## src/rtl/core/contiguous_block_allocator_top_macros.svh

```systemverilog
// ----------------------------------------------------------------------------
// Contiguous block allocator assertion macros
// Shared assertion shorthands; every use samples on clk_i and is disabled
// while rst_ni is low.
// ----------------------------------------------------------------------------
`ifndef CONTIGUOUS_BLOCK_ALLOCATOR_TOP_MACROS_SVH
`define CONTIGUOUS_BLOCK_ALLOCATOR_TOP_MACROS_SVH

// Same-cycle implication.
`define CBA_ASSERT_IMP(lbl, ante, cons, msg) \
  lbl: assert property (@(posedge clk_i) disable iff (!rst_ni) (ante) |-> (cons)) \
    else $error(msg);

// Next-cycle implication.
`define CBA_ASSERT_NXT(lbl, ante, cons, msg) \
  lbl: assert property (@(posedge clk_i) disable iff (!rst_ni) (ante) |=> (cons)) \
    else $error(msg);

`endif

```

## src/rtl/core/cba_pkg.sv

```systemverilog
// ----------------------------------------------------------------------------
// cba_pkg
// Sizes, codes and sequencer states of the contiguous block allocator.
// ----------------------------------------------------------------------------
`timescale 1ns / 1ps

package cba_pkg;

  localparam int BLOCKS    = 32;
  localparam int MAX_FILES = 16;

  localparam int MODE_W   = 2;
  localparam int NAME_W   = 24;
  localparam int BLK_W    = 8;
  localparam int STATUS_W = 3;
  localparam int COUNT_W  = 5;

  // Cursor / sum width: holds start + count of two block fields.
  localparam int SUM_W  = BLK_W + 1;
  localparam int BLK_AW = (BLOCKS > 1) ? $clog2(BLOCKS) : 1;
  localparam int DIR_AW = (MAX_FILES > 1) ? $clog2(MAX_FILES) : 1;
  localparam int FC_W   = $clog2(MAX_FILES + 1);
  localparam int DIR_W  = NAME_W + 2 * BLK_W;

  typedef enum logic [MODE_W-1:0] {
    MODE_ALLOC    = 2'd0,
    MODE_RD_BLOCK = 2'd1,
    MODE_RD_DIR   = 2'd2,
    MODE_RSVD     = 2'd3
  } cba_mode_e;

  typedef enum logic [STATUS_W-1:0] {
    ST_OK     = 3'd0,
    ST_RANGE  = 3'd1,
    ST_BUSY   = 3'd2,
    ST_FULL   = 3'd3,
    ST_BADIDX = 3'd4
  } cba_status_e;

  typedef enum logic [2:0] {
    S_IDLE   = 3'd0,
    S_DECODE = 3'd1,
    S_SCAN   = 3'd2,
    S_MARK   = 3'd3,
    S_RDBLK  = 3'd4,
    S_RDDIR  = 3'd5
  } cba_state_e;

endpackage

```

## src/rtl/core/cba_ram.sv

```systemverilog
// ----------------------------------------------------------------------------
// cba_ram
// Generic simple dual-port RAM: one write port, one read port, registered read.
// ----------------------------------------------------------------------------
`timescale 1ns / 1ps

module cba_ram #(
  parameter int Width = 8,
  parameter int Depth = 16
) (
  input  logic                                   clk_i,
  input  logic                                   we_i,
  input  logic [((Depth > 1) ? $clog2(Depth) : 1)-1:0] waddr_i,
  input  logic [Width-1:0]                       wdata_i,
  input  logic                                   re_i,
  input  logic [((Depth > 1) ? $clog2(Depth) : 1)-1:0] raddr_i,
  output logic [Width-1:0]                       rdata_o
);

  logic [Width-1:0] mem_q [Depth];
  logic [Width-1:0] rdata_q;

  always_ff @(posedge clk_i) begin
    if (we_i) begin
      mem_q[waddr_i] <= wdata_i;
    end
    if (re_i) begin
      rdata_q <= mem_q[raddr_i];
    end
  end

  assign rdata_o = rdata_q;

endmodule

```

## src/rtl/core/contiguous_block_allocator_top.sv

```systemverilog
// ----------------------------------------------------------------------------
// contiguous_block_allocator_top
// Contiguous block allocator: a block ownership map plus a file directory,
// served by a small sequencer around one shared adder and compare.
// ----------------------------------------------------------------------------
// Command channel: the word is taken at a rising edge with start_i high and
//   busy_o low; busy_o stays high until the result is out, and a second word
//   is only taken once busy_o drops, so start_i may stay high meanwhile.
// Result channel: done_o pulses for one cycle with status_o and the read
//   fields; the receiver cannot stall, so capture the word on that edge.
// Sequence: range errors, bad indexes, the unused mode and empty directory
//   slots finish in decode; block reads and directory hits add a registered
//   RAM read; an allocation runs a check pass, which stops with a busy
//   reject on the first used block or a full reject at the range end, then
//   a mark pass. The cursor adder and end compare step one block each cycle.
//   The next word may be taken at the edge that ends the done_o cycle.
// Reset clears the used map, the file count and the sequencer at once; the
//   owner and directory RAMs are not cleared; a block read of a free block
//   may read an unwritten owner entry, but its data is dropped.
// ----------------------------------------------------------------------------
`timescale 1ns / 1ps
`include "contiguous_block_allocator_top_macros.svh"

module contiguous_block_allocator_top (
  input  logic                         clk_i,
  input  logic                         rst_ni,
  input  logic                         start_i,
  output logic                         busy_o,
  input  logic [cba_pkg::MODE_W-1:0]   mode_i,
  input  logic [cba_pkg::NAME_W-1:0]   file_name_i,
  input  logic [cba_pkg::BLK_W-1:0]    start_block_i,
  input  logic [cba_pkg::BLK_W-1:0]    block_count_i,
  input  logic [cba_pkg::BLK_W-1:0]    read_index_i,
  output logic                         done_o,
  output logic [cba_pkg::STATUS_W-1:0] status_o,
  output logic [cba_pkg::NAME_W-1:0]   owner_name_o,
  output logic                         owner_valid_o,
  output logic [cba_pkg::BLK_W-1:0]    entry_start_o,
  output logic [cba_pkg::BLK_W-1:0]    entry_length_o,
  output logic [cba_pkg::COUNT_W-1:0]  entry_count_o
);

  import cba_pkg::*;

  // Sequencer state
  cba_state_e state_q, state_d;

  // Latched request word
  cba_mode_e        mode_q;
  logic [NAME_W-1:0] name_q;
  logic [BLK_W-1:0]  start_q;
  logic [BLK_W-1:0]  count_q;
  logic [BLK_W-1:0]  idx_q;

  // Walk cursor and end of range
  logic [SUM_W-1:0] cursor_q, cursor_d;
  logic [SUM_W-1:0] end_q;
  logic [BLK_AW-1:0] cur_idx;

  // Persistent allocation state
  logic [BLOCKS-1:0] used_q;
  logic [FC_W-1:0]   file_count_q;
  logic [FC_W-1:0]   fc_next;

  // Result register
  logic              done_q;
  cba_status_e       res_status_q;
  logic [NAME_W-1:0] res_name_q;
  logic              res_valid_q;
  logic [BLK_W-1:0]  res_start_q;
  logic [BLK_W-1:0]  res_len_q;
  logic [COUNT_W-1:0] res_count_q;

  // Shared adder and compare
  logic [SUM_W-1:0] add_a, add_b, add_sum;
  logic             cmp_eq;

  // Decoded conditions
  logic range_bad, blk_idx_bad, dir_idx_bad, dir_hit, dir_full, blk_hit;

  // Sequencer controls
  logic        fin, rd_blk_fin, rd_dir_fin;
  cba_status_e fin_status;
  logic        end_ld, cur_ld_start, cur_inc;
  logic        used_set, own_we, own_re, dir_we, dir_re, fc_inc;

  // RAM read data
  logic [NAME_W-1:0] own_rdata;
  logic [DIR_W-1:0]  dir_rdata;

  // --------------------------------------------------------------------------
  // Shared arithmetic: range end in decode, cursor step while walking.
  // --------------------------------------------------------------------------
  always_comb begin
    if (state_q == S_DECODE) begin
      add_a = {1'b0, start_q};
      add_b = {1'b0, count_q};
    end else begin
      add_a = cursor_q;
      add_b = SUM_W'(1);
    end
  end

  assign add_sum = add_a + add_b;
  assign cmp_eq  = (cursor_q == end_q);
  assign cur_idx = cursor_q[BLK_AW-1:0];

  assign range_bad   = (add_sum > SUM_W'(BLOCKS));
  assign blk_idx_bad = ({1'b0, idx_q} >= SUM_W'(BLOCKS));
  assign dir_idx_bad = ({1'b0, idx_q} >= SUM_W'(MAX_FILES));
  assign dir_hit     = ({1'b0, idx_q} < SUM_W'(file_count_q));
  assign dir_full    = (file_count_q == FC_W'(MAX_FILES));
  assign blk_hit     = used_q[idx_q[BLK_AW-1:0]];
  assign fc_next     = file_count_q + FC_W'(fc_inc);

  // --------------------------------------------------------------------------
  // Sequencer outputs
  // --------------------------------------------------------------------------
  always_comb begin
    fin          = 1'b0;
    fin_status   = ST_OK;
    rd_blk_fin   = 1'b0;
    rd_dir_fin   = 1'b0;
    end_ld       = 1'b0;
    cur_ld_start = 1'b0;
    cur_inc      = 1'b0;
    used_set     = 1'b0;
    own_we       = 1'b0;
    own_re       = 1'b0;
    dir_we       = 1'b0;
    dir_re       = 1'b0;
    fc_inc       = 1'b0;
    unique case (state_q)
      S_IDLE: begin
      end
      S_DECODE: begin
        unique case (mode_q)
          MODE_ALLOC: begin
            if (range_bad) begin
              fin        = 1'b1;
              fin_status = ST_RANGE;
            end else begin
              end_ld       = 1'b1;
              cur_ld_start = 1'b1;
            end
          end
          MODE_RD_BLOCK: begin
            if (blk_idx_bad) begin
              fin        = 1'b1;
              fin_status = ST_BADIDX;
            end else begin
              own_re = 1'b1;
            end
          end
          MODE_RD_DIR: begin
            if (dir_idx_bad) begin
              fin        = 1'b1;
              fin_status = ST_BADIDX;
            end else if (dir_hit) begin
              dir_re = 1'b1;
            end else begin
              fin = 1'b1;
            end
          end
          MODE_RSVD: begin
            fin        = 1'b1;
            fin_status = ST_BADIDX;
          end
        endcase
      end
      S_SCAN: begin
        // Check pass: stop on a used block, or at the end if full; else rewind.
        if (cmp_eq) begin
          if (dir_full) begin
            fin        = 1'b1;
            fin_status = ST_FULL;
          end else begin
            cur_ld_start = 1'b1;
          end
        end else if (used_q[cur_idx]) begin
          fin        = 1'b1;
          fin_status = ST_BUSY;
        end else begin
          cur_inc = 1'b1;
        end
      end
      S_MARK: begin
        // Mark pass: claim one block per cycle, then append the entry.
        if (cmp_eq) begin
          dir_we = 1'b1;
          fc_inc = 1'b1;
          fin    = 1'b1;
        end else begin
          own_we   = 1'b1;
          used_set = 1'b1;
          cur_inc  = 1'b1;
        end
      end
      S_RDBLK: begin
        fin        = 1'b1;
        rd_blk_fin = 1'b1;
      end
      S_RDDIR: begin
        fin        = 1'b1;
        rd_dir_fin = 1'b1;
      end
      default: begin
      end
    endcase
  end

  // --------------------------------------------------------------------------
  // Sequencer next state
  // --------------------------------------------------------------------------
  always_comb begin
    state_d = state_q;
    unique case (state_q)
      S_IDLE: begin
        if (start_i) begin
          state_d = S_DECODE;
        end
      end
      S_DECODE: begin
        if (fin) begin
          state_d = S_IDLE;
        end else if (own_re) begin
          state_d = S_RDBLK;
        end else if (dir_re) begin
          state_d = S_RDDIR;
        end else begin
          state_d = S_SCAN;
        end
      end
      S_SCAN: begin
        if (fin) begin
          state_d = S_IDLE;
        end else if (cmp_eq) begin
          state_d = S_MARK;
        end
      end
      S_MARK: begin
        if (fin) begin
          state_d = S_IDLE;
        end
      end
      S_RDBLK, S_RDDIR: begin
        state_d = S_IDLE;
      end
      default: begin
        state_d = S_IDLE;
      end
    endcase
  end

  always_comb begin
    cursor_d = cursor_q;
    if (cur_ld_start) begin
      cursor_d = {1'b0, start_q};
    end else if (cur_inc) begin
      cursor_d = add_sum;
    end
  end

  // --------------------------------------------------------------------------
  // Control registers
  // --------------------------------------------------------------------------
  always_ff @(posedge clk_i or negedge rst_ni) begin
    if (!rst_ni) begin
      state_q      <= S_IDLE;
      used_q       <= '0;
      file_count_q <= '0;
      done_q       <= 1'b0;
    end else begin
      state_q      <= state_d;
      file_count_q <= fc_next;
      done_q       <= fin;
      if (used_set) begin
        used_q[cur_idx] <= 1'b1;
      end
    end
  end

  // --------------------------------------------------------------------------
  // Payload registers
  // --------------------------------------------------------------------------
  always_ff @(posedge clk_i) begin
    if (start_i && !busy_o) begin
      mode_q  <= cba_mode_e'(mode_i);
      name_q  <= file_name_i;
      start_q <= start_block_i;
      count_q <= block_count_i;
      idx_q   <= read_index_i;
    end
    if (end_ld) begin
      end_q <= add_sum;
    end
    cursor_q <= cursor_d;
    if (fin) begin
      res_status_q <= fin_status;
      res_count_q  <= COUNT_W'(fc_next);
      res_valid_q  <= (rd_blk_fin && blk_hit) || rd_dir_fin;
      if (rd_blk_fin && blk_hit) begin
        res_name_q <= own_rdata;
      end else if (rd_dir_fin) begin
        res_name_q <= dir_rdata[DIR_W-1 -: NAME_W];
      end else begin
        res_name_q <= '0;
      end
      if (rd_dir_fin) begin
        res_start_q <= dir_rdata[2*BLK_W-1 -: BLK_W];
        res_len_q   <= dir_rdata[BLK_W-1:0];
      end else begin
        res_start_q <= '0;
        res_len_q   <= '0;
      end
    end
  end

  // --------------------------------------------------------------------------
  // Storage
  // --------------------------------------------------------------------------
  cba_ram #(
    .Width (NAME_W),
    .Depth (BLOCKS)
  ) u_owner_ram (
    .clk_i   (clk_i),
    .we_i    (own_we),
    .waddr_i (cur_idx),
    .wdata_i (name_q),
    .re_i    (own_re),
    .raddr_i (idx_q[BLK_AW-1:0]),
    .rdata_o (own_rdata)
  );

  cba_ram #(
    .Width (DIR_W),
    .Depth (MAX_FILES)
  ) u_dir_ram (
    .clk_i   (clk_i),
    .we_i    (dir_we),
    .waddr_i (file_count_q[DIR_AW-1:0]),
    .wdata_i ({name_q, start_q, count_q}),
    .re_i    (dir_re),
    .raddr_i (idx_q[DIR_AW-1:0]),
    .rdata_o (dir_rdata)
  );

  // --------------------------------------------------------------------------
  // Outputs
  // --------------------------------------------------------------------------
  assign busy_o         = (state_q != S_IDLE);
  assign done_o         = done_q;
  assign status_o       = res_status_q;
  assign owner_name_o   = res_name_q;
  assign owner_valid_o  = res_valid_q;
  assign entry_start_o  = res_start_q;
  assign entry_length_o = res_len_q;
  assign entry_count_o  = res_count_q;

  // --------------------------------------------------------------------------
  // Assertions
  // --------------------------------------------------------------------------
  `CBA_ASSERT_NXT(a_accept_busy, start_i && !busy_o, busy_o, "accepted word did not raise busy")
  `CBA_ASSERT_NXT(a_done_after_busy, busy_o && !fin, !done_o, "result strobe without finish")
  `CBA_ASSERT_IMP(a_mark_free, (state_q == S_MARK) && !cmp_eq, !used_q[cur_idx], "marking a used block")
  `CBA_ASSERT_IMP(a_count_step, file_count_q != $past(file_count_q), done_q && (res_status_q == ST_OK), "file count moved without an ok allocation")

endmodule
```

## config.mk

```make
export PLATFORM = sky130hd
export DESIGN_NAME = contiguous_block_allocator_top
export DESIGN_NICKNAME = d
export VERILOG_FILES = /design/src/rtl/core/cba_pkg.sv /design/src/rtl/core/cba_ram.sv /design/src/rtl/core/contiguous_block_allocator_top.sv
export VERILOG_INCLUDE_DIRS = /design/src /design/src/rtl/core
export SDC_FILE = /design/constraint.sdc
export NUM_CORES = 1
export LEC_CHECK = 0
export BUFFER_PORTS_ARGS = -buffer_cell sky130_fd_sc_hd__buf_2
export CAP_MARGIN = 30
export CORE_ASPECT_RATIO = 1.25
export CORE_UTILIZATION = 44
export DETAILED_ROUTE_END_ITERATION = 10
export PLACE_DENSITY = 0.72
export SYNTH_ARGS = -nofsm -noshare
export SYNTH_HDL_FRONTEND = slang
export SYNTH_HIERARCHICAL = 1
export SYNTH_SLANG_ARGS = --single-unit
```

## constraint.sdc

```tcl
create_clock -name clk_i -period 5.65 [get_ports clk_i]
set_input_delay 1.13 -clock clk_i [delete_from_list [all_inputs] [get_ports clk_i]]
set_output_delay 1.13 -clock clk_i [all_outputs]
set_load 0.05 [all_outputs]
```

After elaboration in Yosys (flattened, before gate mapping) --
Memories as Yosys holds them, arrays and structs flattened. A register that Yosys moved wholly into a read port is not among the register bits. Cells that the tools add are included.
Storage, ports and cells: memory bits (writable) 1408, memories kept 2, word-level logic and storage cells 117, register bits 158, bits of input ports 53, output and inout bits 51
Memories:
- u_owner_ram.mem_q | words 32, width 24, read ports 1, clocked after memory_dff 1, write ports 1, RTL line cba_ram.sv:20 | logic [Width-1:0] mem_q [Depth];
- u_dir_ram.mem_q | words 16, width 40, read ports 1, clocked after memory_dff 1, write ports 1, RTL line cba_ram.sv:20
Cells by class: add/sub/neg operators 2, $lt $le $gt $ge 7, multiplexer cells 63, bitwise logic cells 1, equal/unequal tests 13, reductions and logical operators 11
Operators with widths (count):
- 24-bit two-way mux | 2
- 1-bit two-way mux | 35
- 32-bit bitwise OR | 1
- 3-bit two-way mux | 10
- 8-bit two-way mux | 3
- 3-bit case mux with 4 select lines | 2
- 5-bit by 6-bit < comparator with 1-bit output (second input constant) | 2
- 1-bit binary-select mux with 5-bit select | 2
- 9-bit by 8-bit adder with 9-bit output | 1
- 9-bit equality test | 1
- 9-bit by 6-bit > comparator with 1-bit output (second input constant) | 1
- 9-bit two-way mux | 1
- 8-bit by 5-bit >= comparator with 1-bit output (second input constant) | 1
- 8-bit by 6-bit >= comparator with 1-bit output (second input constant) | 1
- 8-bit by 5-bit < comparator with 1-bit output | 1
- 1-bit case mux with 4 select lines | 2
- 3-bit by 2-bit equality test with 1-bit output (second input constant) | 2
- 3-bit equality test (second input constant) | 2
- 3-bit case mux with 2 select lines | 1
- 5-bit by 1-bit adder with 5-bit output | 1
- 1-bit demux with 5-bit select | 1
- 5-bit equality test (second input constant) | 1
- 5-bit by 1-bit >= comparator with 1-bit output (second input constant) | 1
- 2-bit equality test (second input constant) | 2
- other kinds (15) | 20

Logic depth before layout (Yosys ltp) --
Gate-level depths: netlist (run 1).
depth after elaboration 9, depth in mapped cells 16, mapped depth without buffers 13

Modules after synthesis --
The synthesis (run 1) kept the hierarchy.
Modules (own cells, without submodules):
- cba_ram at u_owner_ram | area an instance 30720.7 sq um, cells an instance 1711, instances 1
- cba_ram at u_dir_ram | area an instance 25530.7 sq um, cells an instance 1040, instances 1
- contiguous_block_allocator_top | area an instance 6912.9 sq um, cells an instance 480, instances 1

Worst setup path after synthesis (run 1) --
Ideal clock, no wire load.
path kind register to register, from register state_q[2], to register res_count_q[0], in the netlist entry_count_o[0], enable pin, library setup time 474 ps, data required time 5176 ps, setup slack -196 ps, stages on the path, launching flop included 15, buffers on the path 3, data arrival time 5371 ps, period minus slack after synthesis 5846 ps, cell sequence dfrtp_1 nor2b_1 nor2b_1 clkbuf_1 clkbuf_1 and2_1 ha_1 a2111oi_0 o21ai_0 a31oi_1 xor2_1 or3_1 buf_2 nor4_1 o22ai_1
On the way: cells in the longest elaborated chain, start to end 7
Ends and longest elaborated chain:
- start: declaration | RTL line contiguous_block_allocator_top.sv:46 | cba_state_e state_q, state_d;
- start signal: assignment | RTL line contiguous_block_allocator_top.sv:274 | state_q <= state_d;
- 3-bit by 1-bit equality test with 1-bit output * | RTL line contiguous_block_allocator_top.sv:95 | if (state_q == S_DECODE) begin
- 9-bit two-way mux or 8-bit two-way mux (tied branches) | RTL line contiguous_block_allocator_top.sv:95
- 9-bit by 8-bit adder with 9-bit output * | RTL line contiguous_block_allocator_top.sv:104 | assign add_sum = add_a + add_b;
- via add_sum[8] | RTL line contiguous_block_allocator_top.sv:75 | logic [SUM_W-1:0] add_a, add_b, add_sum;
- 9-bit by 6-bit > comparator with 1-bit output * | RTL line contiguous_block_allocator_top.sv:108 | assign range_bad = (add_sum > SUM_W'(BLOCKS));
- 1-bit two-way mux * | RTL line contiguous_block_allocator_top.sv:139 | if (range_bad) begin
- 1-bit case mux with 4 select lines * | RTL line contiguous_block_allocator_top.sv:137 | unique case (mode_q)
- 1-bit case mux with 4 select lines * | RTL line contiguous_block_allocator_top.sv:133 | unique case (state_q)
- via fin | RTL line contiguous_block_allocator_top.sv:82 | logic fin, rd_blk_fin, rd_dir_fin;
- end signal: assignment | RTL line contiguous_block_allocator_top.sv:300 | res_count_q <= COUNT_W'(fc_next);
- end: declaration | RTL line contiguous_block_allocator_top.sv:72 | logic [COUNT_W-1:0] res_count_q;
The timed path passes the listed nets; every way through them passes the cells marked *. A chain may end at the register's enable or synchronous reset.

Final worst setup path (run 1) --
from register state_q[0], to register res_len_q[3], in the netlist entry_length_o[3], enable pin
On the way: cells in the longest elaborated chain, start to end 7
Ends and longest elaborated chain:
- 3-bit by 1-bit equality test with 1-bit output * | RTL line contiguous_block_allocator_top.sv:95
- 9-bit two-way mux or 8-bit two-way mux (tied branches) | RTL line contiguous_block_allocator_top.sv:95
- 9-bit by 8-bit adder with 9-bit output * | RTL line contiguous_block_allocator_top.sv:104
- via add_sum[8] | RTL line contiguous_block_allocator_top.sv:75
- 9-bit by 6-bit > comparator with 1-bit output * | RTL line contiguous_block_allocator_top.sv:108
- 1-bit two-way mux * | RTL line contiguous_block_allocator_top.sv:139
- 1-bit case mux with 4 select lines * | RTL line contiguous_block_allocator_top.sv:137
- 1-bit case mux with 4 select lines * | RTL line contiguous_block_allocator_top.sv:133
- via fin | RTL line contiguous_block_allocator_top.sv:82
- end signal: assignment | RTL line contiguous_block_allocator_top.sv:311 | res_len_q <= dir_rdata[BLK_W-1:0];
- end: declaration | RTL line contiguous_block_allocator_top.sv:71 | logic [BLK_W-1:0] res_len_q;
Marks and branches as above.

==> flow_summary.toml, run 1 <==
[pwr]
power.total_mw = 30.7
power_leakage_nw = 24.1
ir_drop_mv = 0.305
p_per_area_nw_per_um2 = 432

[grt]
grt_first_pass_wirelength_mm = 211
grtUsageTotal_pct = 19.8
overflow = 0
grt_max_degree = 143
grt_pass1_vias = 31963
antenna_found_initial = 4

[yosys]
synth_edf_count = 1588
synth_fp_nets = 3299
netlist_area_um2 = 63200
synth_cell_types = 59
syn_inst = 3231
ys_async_sr_fraction_pct = 2.52
yosysSeqAreaShare_pct = 77.2
ys.flop_type = "edfxtp_1"
synth_warnings = 6
syn_area_per_cell_um2 = 19.5
synth-seq-cells = 1630

[clocking]
clk_pin_slew_ns = 0.07
cts-resized-gates = 0
clock_latency_ns = 0.77
cts_hold_buffers = 0
cts_tree = "yes"
ctsHtreeMaxLevel = 4
root_buffer = "clkbuf_16"
clkSinkCount = 1630
cts_setup_buffers = 0
cts_buffers = 158
ctsLongestPathBuffers = 3

[min_path]
hold_class = "register to register"
min_from = "used_q[9]"

[flow_run]
maxCapViolCount = 0

[critical_path]
startpoint = "state_q[0]"
path_max_fanout = 50
r2r_start = "state_q[0]"
crit_arrival_ns = 5.22
cp-end-kind = "register"
critical_path_class = "register to register"
crit_path_start_kind = "register"
cp.required_ns = 6.01

[drt]
dr.pass1.iters = 5
drt_iter0_markers = 3143
routed_via_density = 5.78
routedWlPerCell_um = 26.5
ant_nets = 0
drt_wl_total_mm = 145
drc_errors = 0
vias = 31495

[timing]
rsz0062_at_grt = "no"
min_period_ns = 4.86
skew_ns = 0.0378
hold_viol = 0
slew_viol_final = 0
worst_slew_pin_slew_ns = 1.34
fin_ws_ns = 0.794
finalCritPeriodShare_pct = 86.0
fmax_ghz = 0.206
relSlewSlack_pct = 10.3
hold_ws_ns = 0.485
setup_viol = 0
finalSetupTns_ns = 0

[floorplan]
die_h_um = 426
initial_core_util_pct = 44.3
core_area_um2 = 143000
row_count = 155
die_area_um2 = 145000
floorplan.die.width_um = 341
ios = 104

[layout]
utilization_pct = 49.9
nets = 3512
nFillCells = 11208
area.growth.synth_to_final_pct = 12.6
drive_gt1_share_pct = 17.8

[placed_design]
routabilityCongestion = 0.836
io_buffers = 103
dp_hpwl_mm = 81.0
place_ws_ns = 0.910

[status]
status = "finished, final reports clean"
==> metal layers <==
metal | global-route usage, % | vias up | part of all wire, %
li1 | - | 13580 | -
met1 | 24.9 | 16477 | 38
met2 | 35.2 | 1222 | 53
met3 | 2.79 | 216 | 6.3
met4 | 6.64 | 0 | 2.8
met5 | 0 | - | 0
==> layout make-up <==
type / count / area, µm² / share of cell area [%]
Antenna cell: 1 / 2.50 / 0.00352
Timing Repair Buffer: 226 / 1530 / 2.15
Inverter: 9 / 33.8 / 0.0475
Clock inverter: 74 / 616 / 0.866
Multi-Input combinational cell: 1419 / 13600 / 19.1
Tap cell: 1884 / 2360 / 3.31
Sequential cell: 1630 / 48700 / 68.5
Clock buffer: 207 / 4260 / 6.00
==> worst max-delay path, cell delays in order (launching register included) <==
cell,delay [ns]
dfrtp_1,0.60
nor2b_1,0.26
nor2b_1,0.45
nand2b_1,0.11
ha_1,0.25
fa_1,0.47
a21oi_1,0.28
o21ai_0,0.17
a31oi_1,0.25
xor2_1,0.12
or3_1,0.48
nor4_1,0.41
o22ai_4,0.13
buf_4,0.40
==> kinds of logic after synthesis <==
logic type / after synthesis / share of synthesized area, %
buf+inv: 182 / 1.80
xor+xnor: 19 / 0.263
compound gates: 395 / 4.47
flops: 1630 / 77.2
simple gates: 414 / 3.10
mux: 576 / 12.9
fa+ha+maj: 15 / 0.309
==> power breakdown <==
| group | switching [mW] | internal, mW |
|---|---|---|
| Clock | 4.37 | 5.57 |
| Combinational | 3.96 | 1.88 |
| Sequential | 0.455 | 14.5 |
| Total | 8.79 | 21.9 |
==> cells in the mapped netlist, types with 25 or more instances <==
cell type	count	area (µm²)
buf_2	41	205
clkbuf_1	75	282
dfrtp_1	41	1030
nand3_1	84	420
a31oi_1	26	163
nand2_1	150	563
o21bai_1	25	188
a22o_1	74	648
nor2_1	64	240
mux4_1	60	1580
a22oi_1	152	1140
a21oi_1	81	405
nor3_1	32	160
mux4_2	112	2520
and2_1	25	156
mux2i_1	398	3980
edfxtp_1	1588	47700
==> registers in the layout (all words and copies together), names as in the netlist, 2 cells and up <==
register             flops
start_q                  8
u_owner_ram/mem_q      768
entry_count_o            5
u_owner_ram/rdata_o     24
cursor_q                 9
entry_start_o            8
state_q                  3
status_o                 3
end_q                    9
file_count_q             5
count_q                  8
mode_q                   2
owner_name_o            24
used_q                  32
u_dir_ram/rdata_o       40
name_q                  24
entry_length_o           8
u_dir_ram/mem_q        640
idx_q                    8
==> cell usage in the layout (no fill, tap or decap), drive strengths merged, types with 5 or more instances in the layout <==
master / count
a21o: 6
a21oi: 81
a22o: 74
a22oi: 152
a31oi: 26
and2: 25
buf: 226
bufinv: 5
clkbuf: 207
clkinv: 55
clkinvlp: 7
dfrtp: 41
edfxtp: 1588
ha: 14
inv: 16
mux2: 6
mux2i: 398
mux4: 172
nand2: 150
nand2b: 10
nand3: 84
nand3b: 9
nor2: 64
nor2b: 9
nor3: 32
o21ai: 10
o21bai: 25
o22ai: 6
or2: 5
or3: 9
or3b: 8
xnor2: 7
xor2: 12
==> through the flow <==
step | std cells | instance area [µm²]
finish | 5450 | 71100
global route | 5449 | 71100
CTS | 5448 | 71100
detailed placement | 5167 | 66200
global placement | 5165 | 66200
floorplan | 3231 | 63200
==> path summary, 6_finish.rpt <==
path | slack, ns | to | cells after the start
min in group asynchronous | 0.52 | done_o | 1
worst min register to register | 0.48 | used_q[9] | 1
worst min-delay path | 0.48 | used_q[9] | 1
worst max-delay path | 0.79 | entry_length_o[3] | 13
worst max register to register | 0.79 | entry_length_o[3] | 13
max in group asynchronous | 4.50 | used_q[13] | 1
Power figures use the tool's default switching activity.
==> inputs of run 2 (changes only) <==
--- a/config.mk
+++ b/config.mk
@@ -12,7 +12,7 @@
 export CORE_UTILIZATION = 44
 export DETAILED_ROUTE_END_ITERATION = 10
 export PLACE_DENSITY = 0.72
+export SLEW_MARGIN = 20
 export SYNTH_ARGS = -nofsm -noshare
 export SYNTH_HDL_FRONTEND = slang
-export SYNTH_HIERARCHICAL = 1
 export SYNTH_SLANG_ARGS = --single-unit
==> flow_summary.toml, run 2 <==
[status]
status = "finished, final reports clean"

[yosys]
ys.flop_type = "edfxtp_1"
yosys.cell_count.top_type = "edfxtp_1"
synth_warnings = 0
netlist_area_um2 = 62200
post-synth-top-area-cell = "edfxtp_1"
syn_area_per_cell_um2 = 24.0
synth-seq-cells = 1630
synth_cell_types = 62
yosysSeqAreaShare_pct = 78.4
synthTopCellsByArea = "edfxtp_1 77%, mux4_2 17%, dfrtp_1 1.7%"
ys_async_sr_fraction_pct = 2.52
synth_edf_count = 1588
synth_top_cells_by_count = "1588 x edfxtp_1, 458 x mux4_2, 64 x clkbuf_1"
synth_top_area_share_pct = 76.7
syn_inst = 2588
synth_fp_nets = 2656

[timing]
fmax_ghz = 0.217
hold_viol = 0
hold_ws_ns = 0.200
min_period_ns = 4.61
setup_viol = 0
finalSetupTns_ns = 0
rsz0062_at_grt = "no"
finalCritPeriodShare_pct = 81.6
worst_slew_pin_slew_ns = 1.08
slew_viol_final = 0
relSlewSlack_pct = 28.0
skew_ns = 0.0416

[layout]
layout.cells.most_common = "edfxtp_1"
nets = 2874
layout_common_cells = "1588 x edfxtp_1, 458 x mux4_2, 144 x clkbuf_16"
regMostFlops = "u_owner_ram.mem_q"
drive_gt1_share_pct = 32.6
stdcell_count = 4775
largest_reg_flops = 768
area.growth.synth_to_final_pct = 12.9

[grt]
overflow = 0
antenna_found_initial = 4
grtUsageTotal_pct = 19.9
grt_pass1_vias = 29733
grt_first_pass_wirelength_mm = 205
grt_max_degree = 139

[floorplan]
core_area_um2 = 140000
floorplan.die.width_um = 338
die_area_um2 = 143000
row_count = 153
initial_core_util_pct = 44.5
ios = 104
die_h_um = 422

[min_path]
hold_class = "input pin to async pin"

[placed_design]
dpl.cell_count = 4516
routabilityCongestion = 0.838
dp_hpwl_mm = 78.1
io_buffers = 103

[drt]
drc_errors = 0
ant_nets = 0
routed_via_density = 5.92
vias = 28255
dr.pass1.iters = 7
drt_iter0_markers = 3244
drt_wl_total_mm = 140
routedWlPerCell_um = 29.4

[clocking]
cts_tree = "yes"
root_buffer = "clkbuf_16"
cts_buffers = 143
clock_latency_ns = 0.79
cts_hold_buffers = 0
clk_pin_slew_ns = 0.07
cts-resized-gates = 0
clkSinkCount = 1630
ctsLongestPathBuffers = 3
ctsHtreeMaxLevel = 4
cts_setup_buffers = 0

[critical_path]
crit_path_start_kind = "register"
critical_path_class = "register to register"
crit_arrival_ns = 5.11
path_max_fanout = 20
cp.required_ns = 6.15
cp-end-kind = "register"

[pwr]
p_per_area_nw_per_um2 = 422
power_leakage_nw = 22.0
ir_drop_mv = 0.381

[flow_run]
maxCapViolCount = 0
==> run 2: kinds of logic after synthesis <==
| kind of cell | share of synthesized area [%] |
|---|---|
| adders and majority gates | 0.314 |
| DFF | 78.4 |
| muxes | 17.2 |
| xor gates and xnor gates | 0.240 |
| buffers and inverters | 1.06 |
| AOI/OAI and AO/OA | 1.10 |
| and+or+nand+nor | 1.69 |
==> run 2: per-layer routing <==
metal / wire length, µm / global-route usage [%] / up-vias
met4: 3300 / 5.80 / 0
met5: 0 / 0 / -
met2: 75600 / 35.5 / 1289
li1: - / - / 11458
met3: 9220 / 3.25 / 218
met1: 52300 / 24.8 / 15290
==> run 2: final timing paths <==
check                           start                end  slack (ns)  depth (start not counted)
max                        state_q[0]  entry_length_o[0]        1.04                         13
min                            rst_ni         state_q[2]        0.20                          1
max reg2reg                state_q[0]  entry_length_o[0]        1.04                         13
min reg2reg                used_q[12]         used_q[12]        0.50                          1
max in group asynchronous      rst_ni         used_q[17]        4.99                          2
min in group clk_i         used_q[12]         used_q[12]        0.50                          1
==> run 2: where the power goes <==
group / total (mW) / switching [mW] / internal, mW / leakage (nW)
Combinational: 5.02 / 3.10 / 1.92 / 4.96
Sequential: 15.0 / 0.585 / 14.4 / 14.9
Clock: 9.56 / 4.36 / 5.21 / 2.19
==> run 2: per-stage QoR <==
stage | worst slack, ns | area [µm²] | util, % | total power [mW]
2_1_floorplan | 0.623 | 62200 | - | 18.6
3_3_place_gp | 1.01 | 65400 | 46.8 | 20.1
3_5_place_dp | 1.13 | 65500 | 46.9 | 20.3
4_1_cts | 1.06 | 70100 | 50.1 | 29.8
5_1_grt | 0.848 | 70200 | 50.2 | 30.5
6_report | 1.04 | 70200 | 50.2 | 29.6
==> run 2: final cells by class <==
type	count	area (µm²)
inverters	13	48.8
fillers	10692	69600
diodes	1	2.50
multi-input cells	811	13000
clock buffers	172	3720
well taps	1860	2330
repair buffers	207	1510
flip-flops and latches	1630	48700
clock inverters	81	820
==> run 2: worst max-delay path, stage by stage (launching register included) <==
cell and delay, ns:
dfrtp_1 0.55, or3b_2 0.71, nand2_1 0.17, nand2_1 0.08
ha_1 0.24, fa_1 0.46, a21o_1 0.23, a21oi_2 0.17
xnor2_1 0.13, o31a_1 0.35, nand4bb_1 0.22, a311o_2 0.55
buf_12 0.23, buf_12 0.18
